--- src/hdl/glc_pkg.sv ---
// Shared types, constants and helper functions for the gain level controller.
`timescale 1ns / 1ps

package glc_pkg;

    localparam int GAIN_W      = 4;
    localparam int SAMPLE_W    = 10;
    localparam int KEY_W       = 5;
    localparam int TICKS_W     = 4;
    localparam int REG_IDX_W   = 3;
    localparam int REG_DATA_W  = 10;
    localparam int GAIN_LEVELS = 15;

    typedef logic [GAIN_W-1:0]     t_gain;
    typedef logic [SAMPLE_W-1:0]   t_sample;
    typedef logic [KEY_W-1:0]      t_key;
    typedef logic [TICKS_W-1:0]    t_ticks;
    typedef logic [REG_IDX_W-1:0]  t_reg_idx;
    typedef logic [REG_DATA_W-1:0] t_reg_data;

    localparam t_gain  GAIN_MIN   = t_gain'(1);
    localparam t_gain  GAIN_MAX   = t_gain'(GAIN_LEVELS);
    localparam t_ticks TICKS_SAT  = '1;
    localparam t_key   KEY_NONE   = t_key'(0);
    localparam t_key   KEY_DOWN   = t_key'(1);
    localparam t_key   KEY_UP     = t_key'(2);

    localparam t_reg_idx REG_AUTO_EN   = t_reg_idx'(0);
    localparam t_reg_idx REG_IR_EN     = t_reg_idx'(1);
    localparam t_reg_idx REG_HIGH_THR  = t_reg_idx'(2);
    localparam t_reg_idx REG_LOW_THR   = t_reg_idx'(3);
    localparam t_reg_idx REG_IR_SHORT  = t_reg_idx'(4);
    localparam t_reg_idx REG_IR_LONG   = t_reg_idx'(5);

    localparam t_sample HIGH_THR_RST = t_sample'(614);
    localparam t_sample LOW_THR_RST  = t_sample'(164);
    localparam t_ticks  IR_SHORT_RST = t_ticks'(2);
    localparam t_ticks  IR_LONG_RST  = t_ticks'(15);

    typedef enum logic [1:0] {
        IR_IDLE = 2'd0,
        IR_QUAL = 2'd1,
        IR_LONG = 2'd2
    } t_ir_phase;

    typedef enum logic [1:0] {
        EV_NONE  = 2'd0,
        EV_SHORT = 2'd1,
        EV_LONG  = 2'd2
    } t_ir_event;

    typedef enum logic [1:0] {
        ST_IDLE  = 2'd0,
        ST_SCAN  = 2'd1,
        ST_APPLY = 2'd2,
        ST_OUT   = 2'd3
    } t_glc_state;

    typedef enum logic [1:0] {
        W_IDLE  = 2'd0,
        W_SCAN  = 2'd1,
        W_DRAIN = 2'd2
    } t_win_state;

    typedef struct packed {
        logic    start;
        logic    push;
        t_sample sample;
    } t_win_req;

    typedef struct packed {
        logic    done;
        t_sample peak;
    } t_win_stat;

    function automatic t_gain gain_up(input t_gain g);
        return (g >= GAIN_MAX) ? GAIN_MIN : g + t_gain'(1);
    endfunction

    function automatic t_gain gain_down(input t_gain g);
        return (g <= GAIN_MIN) ? GAIN_MAX : g - t_gain'(1);
    endfunction

    function automatic t_ticks ticks_up(input t_ticks t);
        return (t == TICKS_SAT) ? TICKS_SAT : t + t_ticks'(1);
    endfunction

endpackage

--- src/hdl/glc_if.sv ---
// Handshake channels of the gain level controller: tick input, result output, register writes.
`timescale 1ns / 1ps

interface glc_in_if;
    import glc_pkg::*;
    logic    valid;
    logic    ready;
    t_sample adc_sample;
    logic    ir_line;
    t_key    key_id;
    modport source (output valid, output adc_sample, output ir_line, output key_id,
                    input ready);
    modport sink   (input valid, input adc_sample, input ir_line, input key_id,
                    output ready);
endinterface

interface glc_out_if;
    import glc_pkg::*;
    logic      valid;
    logic      ready;
    t_gain     gain_level;
    logic [1:0] ir_event;
    t_sample   peak_sample;
    modport source (output valid, output gain_level, output ir_event, output peak_sample,
                    input ready);
    modport sink   (input valid, input gain_level, input ir_event, input peak_sample,
                    output ready);
endinterface

interface glc_cfg_if;
    import glc_pkg::*;
    logic      valid;
    logic      ready;
    t_reg_idx  reg_index;
    t_reg_data reg_data;
    modport source (output valid, output reg_index, output reg_data, input ready);
    modport sink   (input valid, input reg_index, input reg_data, output ready);
endinterface

--- src/hdl/glc_peak_window.sv ---
// Sample window memory with a one-entry-per-cycle peak scan.
`timescale 1ns / 1ps

module glc_peak_window #(
    parameter int WINDOW_LEN = 10
) (
    input  logic               i_clk,
    input  logic               i_rst_n,
    input  glc_pkg::t_win_req  i_req,
    output glc_pkg::t_win_stat o_stat
);
    import glc_pkg::*;

    localparam int AW = (WINDOW_LEN > 1) ? $clog2(WINDOW_LEN) : 1;
    localparam int CW = $clog2(WINDOW_LEN + 1);

    t_sample        r_mem [WINDOW_LEN];
    t_win_state     r_state, n_state;
    logic [AW-1:0]  r_wp, n_wp;
    logic [CW-1:0]  r_fill, n_fill;
    logic [CW-1:0]  r_cnt, n_cnt;
    logic           r_pend, n_pend;
    logic           r_keep, n_keep;
    t_sample        r_peak, n_peak;
    t_sample        r_rd_data;
    t_sample        best;
    logic           wr_en;

    always_ff @(posedge i_clk) begin
        if (!i_rst_n) begin
            r_state <= W_IDLE;
            r_wp    <= '0;
            r_fill  <= '0;
            r_cnt   <= '0;
            r_pend  <= 1'b0;
            r_keep  <= 1'b0;
        end else begin
            r_state <= n_state;
            r_wp    <= n_wp;
            r_fill  <= n_fill;
            r_cnt   <= n_cnt;
            r_pend  <= n_pend;
            r_keep  <= n_keep;
        end
    end

    always_ff @(posedge i_clk) begin
        r_peak <= n_peak;
    end

    always_ff @(posedge i_clk) begin
        if (wr_en) begin
            r_mem[r_wp] <= i_req.sample;
        end
        r_rd_data <= r_mem[r_cnt[AW-1:0]];
    end

    always_comb begin
        best    = (r_pend && r_keep && (r_rd_data > r_peak)) ? r_rd_data : r_peak;
        n_state = r_state;
        n_wp    = r_wp;
        n_fill  = r_fill;
        n_cnt   = r_cnt;
        n_pend  = 1'b0;
        n_keep  = 1'b0;
        n_peak  = r_peak;
        wr_en   = 1'b0;
        o_stat.done = 1'b0;
        o_stat.peak = best;
        unique case (r_state)
            W_IDLE: begin
                if (i_req.start) begin
                    n_cnt   = '0;
                    n_peak  = '0;
                    n_state = W_SCAN;
                    if (i_req.push) begin
                        wr_en = 1'b1;
                        n_wp  = (r_wp == AW'(WINDOW_LEN - 1)) ? '0 : r_wp + AW'(1);
                        if (r_fill != CW'(WINDOW_LEN)) begin
                            n_fill = r_fill + CW'(1);
                        end
                    end
                end
            end
            W_SCAN: begin
                n_peak = best;
                n_pend = 1'b1;
                n_keep = (r_cnt < r_fill);
                if (r_cnt == CW'(WINDOW_LEN - 1)) begin
                    n_cnt   = '0;
                    n_state = W_DRAIN;
                end else begin
                    n_cnt = r_cnt + CW'(1);
                end
            end
            W_DRAIN: begin
                n_peak      = best;
                o_stat.done = 1'b1;
                n_state     = W_IDLE;
            end
            default: begin
                n_state = W_IDLE;
            end
        endcase
    end

endmodule

--- src/hdl/gain_level_controller_core.sv ---
// Top level of the gain level controller: registers, tick sequencer and gain update.
`timescale 1ns / 1ps

// One tick is taken when i_in.ready is high, which holds whenever no tick is in work.
// A tick passes through these steps in order: the sample is pushed into the window memory
// while automatic gain is enabled, the peak scan reads one window entry per cycle
// through the memory's single read port, the last read is drained, the gain, infrared
// classifier and key state are updated, and the result register is loaded. The
// result register frees the input side, so a new tick may be accepted while a result
// still waits; the tick then stalls only at its final load. Register writes are always
// accepted and should be made between ticks.
module gain_level_controller_core #(
    parameter int WINDOW_LEN = 10
) (
    input  logic        i_clk,
    input  logic        i_rst_n,
    glc_in_if.sink      i_in,
    glc_out_if.source   o_out,
    glc_cfg_if.sink     i_cfg
);
    import glc_pkg::*;

    t_glc_state r_state, n_state;

    logic      r_auto_en, r_ir_en;
    t_sample   r_high_thr, r_low_thr;
    t_ticks    r_ir_short, r_ir_long;

    t_gain     r_gain, n_gain;
    t_ir_phase r_phase, n_phase;
    t_ticks    r_ticks, n_ticks;
    logic      r_key_held, n_key_held;
    t_ir_event r_event, n_event;

    logic      r_line;
    t_key      r_key;
    t_sample   r_peak, n_peak;

    logic      r_out_valid, n_out_valid;
    t_gain     r_out_gain;
    t_ir_event r_out_event;
    t_sample   r_out_peak;
    logic      load_out;

    t_win_req  win_req;
    t_win_stat win_stat;

    logic      accept;
    logic      pressed;
    t_ticks    tick_inc;

    glc_peak_window #(
        .WINDOW_LEN (WINDOW_LEN)
    ) u_window (
        .i_clk   (i_clk),
        .i_rst_n (i_rst_n),
        .i_req   (win_req),
        .o_stat  (win_stat)
    );

    assign i_cfg.ready       = 1'b1;
    assign i_in.ready        = (r_state == ST_IDLE);
    assign accept            = i_in.valid && i_in.ready;
    assign o_out.valid       = r_out_valid;
    assign o_out.gain_level  = r_out_gain;
    assign o_out.ir_event    = r_out_event;
    assign o_out.peak_sample = r_out_peak;

    assign win_req.start  = accept;
    assign win_req.push   = r_auto_en;
    assign win_req.sample = i_in.adc_sample;

    always_ff @(posedge i_clk) begin
        if (!i_rst_n) begin
            r_auto_en  <= 1'b0;
            r_ir_en    <= 1'b0;
            r_high_thr <= HIGH_THR_RST;
            r_low_thr  <= LOW_THR_RST;
            r_ir_short <= IR_SHORT_RST;
            r_ir_long  <= IR_LONG_RST;
        end else if (i_cfg.valid && i_cfg.ready) begin
            unique case (i_cfg.reg_index)
                REG_AUTO_EN:  r_auto_en  <= i_cfg.reg_data[0];
                REG_IR_EN:    r_ir_en    <= i_cfg.reg_data[0];
                REG_HIGH_THR: r_high_thr <= i_cfg.reg_data[SAMPLE_W-1:0];
                REG_LOW_THR:  r_low_thr  <= i_cfg.reg_data[SAMPLE_W-1:0];
                REG_IR_SHORT: r_ir_short <= i_cfg.reg_data[TICKS_W-1:0];
                REG_IR_LONG:  r_ir_long  <= i_cfg.reg_data[TICKS_W-1:0];
                default: ;
            endcase
        end
    end

    always_ff @(posedge i_clk) begin
        if (!i_rst_n) begin
            r_state     <= ST_IDLE;
            r_gain      <= GAIN_MIN;
            r_phase     <= IR_IDLE;
            r_ticks     <= '0;
            r_key_held  <= 1'b0;
            r_out_valid <= 1'b0;
        end else begin
            r_state     <= n_state;
            r_gain      <= n_gain;
            r_phase     <= n_phase;
            r_ticks     <= n_ticks;
            r_key_held  <= n_key_held;
            r_out_valid <= n_out_valid;
        end
    end

    always_ff @(posedge i_clk) begin
        if (accept) begin
            r_line <= i_in.ir_line;
            r_key  <= i_in.key_id;
        end
        r_peak  <= n_peak;
        r_event <= n_event;
        if (load_out) begin
            r_out_gain  <= r_gain;
            r_out_event <= r_event;
            r_out_peak  <= r_peak;
        end
    end

    always_comb begin
        n_state     = r_state;
        n_gain      = r_gain;
        n_phase     = r_phase;
        n_ticks     = r_ticks;
        n_key_held  = r_key_held;
        n_event     = r_event;
        n_peak      = r_peak;
        n_out_valid = r_out_valid && !o_out.ready;
        load_out    = 1'b0;
        pressed     = !r_key_held && (r_key != KEY_NONE);
        tick_inc    = ticks_up(r_ticks);
        unique case (r_state)
            ST_IDLE: begin
                if (accept) begin
                    n_state = ST_SCAN;
                end
            end
            ST_SCAN: begin
                if (win_stat.done) begin
                    n_peak  = win_stat.peak;
                    n_state = ST_APPLY;
                end
            end
            ST_APPLY: begin
                n_event    = EV_NONE;
                n_key_held = (r_key != KEY_NONE);
                if (r_auto_en) begin
                    if ((r_peak > r_high_thr) && (n_gain > GAIN_MIN)) begin
                        n_gain = n_gain - t_gain'(1);
                    end
                    if ((r_peak < r_low_thr) && (n_gain < GAIN_MAX)) begin
                        n_gain = n_gain + t_gain'(1);
                    end
                end
                if (r_ir_en) begin
                    unique case (r_phase)
                        IR_IDLE: begin
                            if (r_line) begin
                                n_ticks = tick_inc;
                                if (tick_inc >= r_ir_short) begin
                                    n_phase = IR_QUAL;
                                end
                            end else begin
                                n_ticks = '0;
                            end
                        end
                        IR_QUAL: begin
                            if (r_line) begin
                                n_ticks = tick_inc;
                                if (tick_inc >= r_ir_long) begin
                                    n_phase = IR_LONG;
                                end
                            end else begin
                                n_event = EV_SHORT;
                                n_ticks = '0;
                                n_phase = IR_IDLE;
                            end
                        end
                        IR_LONG: begin
                            if (!r_line) begin
                                n_event = EV_LONG;
                                n_ticks = '0;
                                n_phase = IR_IDLE;
                            end
                        end
                        default: begin
                            n_ticks = '0;
                            n_phase = IR_IDLE;
                        end
                    endcase
                    if (n_event == EV_SHORT) begin
                        n_gain = gain_up(n_gain);
                    end else if (n_event == EV_LONG) begin
                        n_gain = gain_down(n_gain);
                    end
                end
                if (pressed) begin
                    if (r_key == KEY_DOWN) begin
                        n_gain = gain_down(n_gain);
                    end else if (r_key == KEY_UP) begin
                        n_gain = gain_up(n_gain);
                    end
                end
                n_state = ST_OUT;
            end
            ST_OUT: begin
                if (!r_out_valid || o_out.ready) begin
                    load_out    = 1'b1;
                    n_out_valid = 1'b1;
                    n_state     = ST_IDLE;
                end
            end
            default: begin
                n_state = ST_IDLE;
            end
        endcase
    end

endmodule

--- src/flat_wrapper.sv ---
// flat-port wrapper written by rule: the top's interface ports become plain ports
module gain_level_controller_core_flat import glc_pkg::*;
#(
    parameter int WINDOW_LEN = 10
)
  (i_clk, i_rst_n, i_in_valid, i_in_adc_sample, i_in_ir_line, i_in_key_id, i_in_ready, o_out_valid, o_out_gain_level, o_out_ir_event, o_out_peak_sample, o_out_ready, i_cfg_valid, i_cfg_reg_index, i_cfg_reg_data, i_cfg_ready);
  glc_in_if i_in_i ();
  glc_out_if o_out_i ();
  glc_cfg_if i_cfg_i ();
  input  logic i_clk;
  input  logic i_rst_n;
  input wire logic [$bits(i_in_i.valid)-1:0] i_in_valid;
  input wire logic [$bits(i_in_i.adc_sample)-1:0] i_in_adc_sample;
  input wire logic [$bits(i_in_i.ir_line)-1:0] i_in_ir_line;
  input wire logic [$bits(i_in_i.key_id)-1:0] i_in_key_id;
  output wire logic [$bits(i_in_i.ready)-1:0] i_in_ready;
  output wire logic [$bits(o_out_i.valid)-1:0] o_out_valid;
  output wire logic [$bits(o_out_i.gain_level)-1:0] o_out_gain_level;
  output wire logic [$bits(o_out_i.ir_event)-1:0] o_out_ir_event;
  output wire logic [$bits(o_out_i.peak_sample)-1:0] o_out_peak_sample;
  input wire logic [$bits(o_out_i.ready)-1:0] o_out_ready;
  input wire logic [$bits(i_cfg_i.valid)-1:0] i_cfg_valid;
  input wire logic [$bits(i_cfg_i.reg_index)-1:0] i_cfg_reg_index;
  input wire logic [$bits(i_cfg_i.reg_data)-1:0] i_cfg_reg_data;
  output wire logic [$bits(i_cfg_i.ready)-1:0] i_cfg_ready;
  assign i_in_i.valid = i_in_valid;
  assign i_in_i.adc_sample = i_in_adc_sample;
  assign i_in_i.ir_line = i_in_ir_line;
  assign i_in_i.key_id = i_in_key_id;
  assign i_in_ready = i_in_i.ready;
  assign o_out_valid = o_out_i.valid;
  assign o_out_gain_level = o_out_i.gain_level;
  assign o_out_ir_event = o_out_i.ir_event;
  assign o_out_peak_sample = o_out_i.peak_sample;
  assign o_out_i.ready = o_out_ready;
  assign i_cfg_i.valid = i_cfg_valid;
  assign i_cfg_i.reg_index = i_cfg_reg_index;
  assign i_cfg_i.reg_data = i_cfg_reg_data;
  assign i_cfg_ready = i_cfg_i.ready;
  gain_level_controller_core #(.WINDOW_LEN(WINDOW_LEN)) u_core (.i_clk(i_clk), .i_rst_n(i_rst_n), .i_in(i_in_i), .o_out(o_out_i), .i_cfg(i_cfg_i));
endmodule
--- config.mk ---
export PLATFORM = sky130hd
export DESIGN_NAME = gain_level_controller_core_flat
export DESIGN_NICKNAME = d
export VERILOG_FILES = /design/src/hdl/glc_pkg.sv /design/src/hdl/glc_if.sv /design/src/hdl/glc_peak_window.sv /design/src/hdl/gain_level_controller_core.sv /design/src/flat_wrapper.sv
export SDC_FILE = /design/constraint.sdc
export NUM_CORES = 1
export LEC_CHECK = 0
export BUFFER_PORTS_ARGS = -buffer_cell sky130_fd_sc_hd__clkbuf_2
export CAP_MARGIN = 30
export CORE_ASPECT_RATIO = 1.25
export CORE_MARGIN = 2
export CORE_UTILIZATION = 40
export DETAILED_ROUTE_END_ITERATION = 6
export PLACE_DENSITY_LB_ADDON = 0.1
export SLEW_MARGIN = 15
export SYNTH_ARGS = -nofsm -noshare
export SYNTH_HDL_FRONTEND = slang
export SYNTH_SLANG_ARGS = --single-unit
--- constraint.sdc ---
create_clock -name i_clk -period 5.9 [get_ports i_clk]
set_clock_uncertainty 0.1 [all_clocks]
set_input_delay 0.885 -clock i_clk [delete_from_list [all_inputs] [get_ports i_clk]]
set_output_delay 0.885 -clock i_clk [all_outputs]
set_load 0.01 [all_outputs]
==> flow_metrics.py <==
metrics = {
    "yosys": {
        "yosys.area.top_type": "edfxtp_1",
        "synth.area.top_cells": "edfxtp_1 (41%), dfxtp_1 (13%), ha_1 (7.5%)",
        "synth_area_mm2": 0.0105,
        "yosysWarnings": 0,
        "synth-seq-area-share_pct": 54.4,
        "synthCells": 897,
        "yosysTopAreaCellShare_pct": 41.1,
        "synth_seq_cells": 214,
        "synth.distinct_cells": 81,
        "postSynthAreaPerCell_um2": 11.7,
        "synth_nets": 994,
        "async_flop_share_pct": 0,
        "synthFlopType": "edfxtp_1",
        "synth-edff-count": 144,
    },
    "power": {
        "leakagePower_nw": 4.44,
        "p_per_area_mw_per_mm2": 352,
        "peakVddDrop_v": 0.000272,
    },
    "floorplan": {
        "num_io_pins": 53,
        "start_util_pct": 40.6,
        "die_x_um": 149,
        "num_rows": 66,
        "die_y_um": 185,
        "coreArea_mm2": 0.0259,
        "die_area_mm2": 0.0276,
    },
    "hold_path": {
        "min_to": "u_core.o_out.ir_event[0]",
        "hold_start": "u_core.r_event[0]",
        "min_path_cells": 0,
        "hold_path.class": "reg2reg",
    },
    "clock_network": {
        "cts_buffers": 24,
        "clock-root-buffer": "clkbuf_16",
        "h-tree-depth": 1,
        "clockBufferDepth": 3,
        "cts_tree": "done",
        "clkTransAtPathRegs_ps": 60,
        "cts_sinks": 214,
        "clk_latency_ps": 530,
        "cts_hold_buf": 0,
    },
    "grt": {
        "grt_pass1_vias": 6885,
        "antenna_found_initial": 0,
        "grt_use_met1_pct": 19.3,
        "grt_max_degree": 47,
        "met2_usage_pct": 30.7,
        "grt_pass1_wl_mm": 35.9,
        "met3_usage_pct": 2.22,
        "grt.total_usage_pct": 16.4,
        "top_usage_layer": "met2",
        "overflow": 0,
    },
    "detailed_routing": {
        "via_per_inst": 5.17,
        "first_pass_iters": 4,
        "drt_iter0_markers": 327,
        "finalWirelength_mm": 22.1,
        "vias": 6820,
        "wire_per_inst_um": 16.7,
        "route.detailed.drc": 0,
        "ant_nets": 0,
    },
    "layout": {
        "drive_gt1_share_pct": 17.8,
        "final_nets": 1059,
        "fillCellCount": 2440,
        "num_antenna_cells": 0,
        "syn_to_final_growth_pct": 14.3,
    },
    "timing": {
        "timing.fmax_mhz": 185,
        "slew_violations": 0,
        "finalCritPeriodShare_pct": 91.6,
        "slew_headroom_pct": 39.3,
        "hold_viol_final": 0,
        "setup_ws_ps": 494,
        "fin_crit_ps": 5410,
        "rsz0062_at_grt": "no",
        "setup_viol_count_final": 0,
        "tightest_slew_ps": 909,
        "tns_ps": 0,
    },
    "worst_setup_path": {
        "slowest_stage": "or3_4",
        "r2r-start": "u_core.r_peak[9]",
        "crit_path_start_kind": "flop",
        "crit_arrival_ps": 5730,
        "rr_worst_depth": 26,
        "critPathMaxStageDelay_ps": 470,
        "endpoint_kind": "flop",
        "cp.required_ps": 6230,
        "r2r_end": "u_core.r_gain[2]",
        "r2r_slack_ps": 490,
        "crit_fanout": 9,
        "worst-setup-path-type": "reg2reg",
    },
    "placed_design": {
        "dp_hpwl_mm": 16.0,
        "pre_cts_slack_ps": 227,
        "place_congestion": 0.852,
        "port_buffers": 51,
    },
    "run": {
        "cap_violations": 0,
    },
    "run_status": {
        "outcome": "completed",
    },
}
==> critical path, delay by kind of cell (launching register included) <==
| family | cells | cell delay, ps |
|---|---|---|
| AO/OA/AOI/OAI | 8 | 1370 |
| flip-flops | 1 | 430 |
| AND/OR/NAND/NOR | 11 | 1870 |
| adder cells (fa/ha/maj) | 4 | 1070 |
| multiplexers | 1 | 270 |
| buffers and inverters | 2 | 170 |
==> sequential cells by signal, summed over array words and instances, names as in the netlist, 4 cells and up <==
name and cells:
u_core.r_ir_long 4, u_core.u_window.r_wp 4, u_core.r_key 5, u_core.r_peak 10, u_core.r_ticks 4, u_core.u_window.r_mem 100
u_core.r_high_thr 10, u_core.o_out.peak_sample 10, u_core.r_low_thr 10, u_core.r_gain 4, u_core.u_window.r_cnt 4, u_core.o_out.gain_level 4
u_core.u_window.r_rd_data 10, u_core.u_window.r_fill 4, u_core.r_ir_short 4, u_core.u_window.r_peak 10
==> timing repair <==
item                                    in CTS  in global routing
endpoints found under the setup margin       0                  4
buffers inserted                             0                  2
gates resized for setup                      0                  4
==> through the flow <==
stage                     util [%]  cells  area (µm²)  hold WS [ps]  power, mW
after CTS                     46.1   1313       12000           322       4.29
after floorplan                  -    897       10500           300       2.50
after global placement        43.0   1269       11100           303       2.76
after global routing          46.4   1320       12000           341       4.47
after detailed placement      43.0   1269       11100           307       2.76
final                         46.4   1320       12000           319       4.24
==> synth_stat cells, types with 4 or more instances <==
cell type and instances:
edfxtp_1 144, nand2_1 77, inv_1 71, dfxtp_1 70, ha_1 63, nor2_1 48
a21oi_1 45, nor2b_1 33, o21ai_0 31, clkbuf_1 24, and2_1 23, mux4_2 20
nor3_1 20, mux2i_1 19, a211oi_1 18, nand3_1 17, o211ai_1 13, a21boi_0 10
and3_1 10, mux2_2 10, nor3b_1 9, a21o_1 7, nand4_1 7, o21a_1 7
nand2b_1 6, xnor2_1 6, o31ai_1 4, or3_1 4
==> area by class of cell <==
cell class	instances	area [µm²]	area share, %
Tap cell	340	425	3.54
Multi-Input combinational cell	577	4360	36.3
Clock buffer	31	647	5.38
Clock inverter	13	169	1.40
Inverter	71	267	2.22
Sequential cell	214	5730	47.6
Timing Repair Buffer	74	428	3.56
==> where the power goes <==
part | total (mW) | internal, mW | switching (mW)
Clock | 1.51 | 0.911 | 0.603
Combinational | 0.913 | 0.369 | 0.544
Sequential | 1.81 | 1.75 | 0.0619
Total | 4.24 | 3.03 | 1.21
==> how the worst max path moves through the flow <==
stage / from / to / cells after the start
2_1_floorplan: u_core.r_peak[5] / u_core.r_gain[2] / 26
3_3_place_gp: u_core.r_peak[9] / u_core.r_gain[2] / 27
3_5_place_dp: u_core.r_peak[5] / u_core.r_gain[2] / 27
4_1_cts: u_core.r_peak[9] / u_core.r_gain[2] / 27
5_1_grt: u_core.r_peak[5] / u_core.r_gain[2] / 27
6_report: u_core.r_peak[9] / u_core.r_gain[2] / 26
==> placed cells by master (no fill, tap or decap), types with 24 or more instances in the layout <==
master,synthesis,routed
dfxtp_1,70,69
nand2_1,77,77
inv_1,71,71
nor2_1,48,47
a21oi_1,45,44
nor2b_1,33,33
clkbuf_16,0,24
clkbuf_2,0,51
ha_1,63,62
edfxtp_1,144,144
o21ai_0,31,31
==> routing by layer <==
metal / part of all wire, % / routed length [µm]
met5: 0 / 0
met4: 2.3 / 512
met3: 3.0 / 667
met2: 52 / 11500
met1: 43 / 9450
==> logic make-up (layout without fill, tap and decap cells) <==
family	after synthesis	in the layout	share of synthesized area [%]
compound gates	177	177	11.9
xor+xnor	7	7	0.583
fa+ha+maj	63	63	7.49
buf+inv	106	189	4.26
flops	214	214	54.4
mux	50	50	7.30
other cells	1	1	0.0356
simple gates	279	279	14.0
No activity file was read; power rests on OpenSTA's default activity.
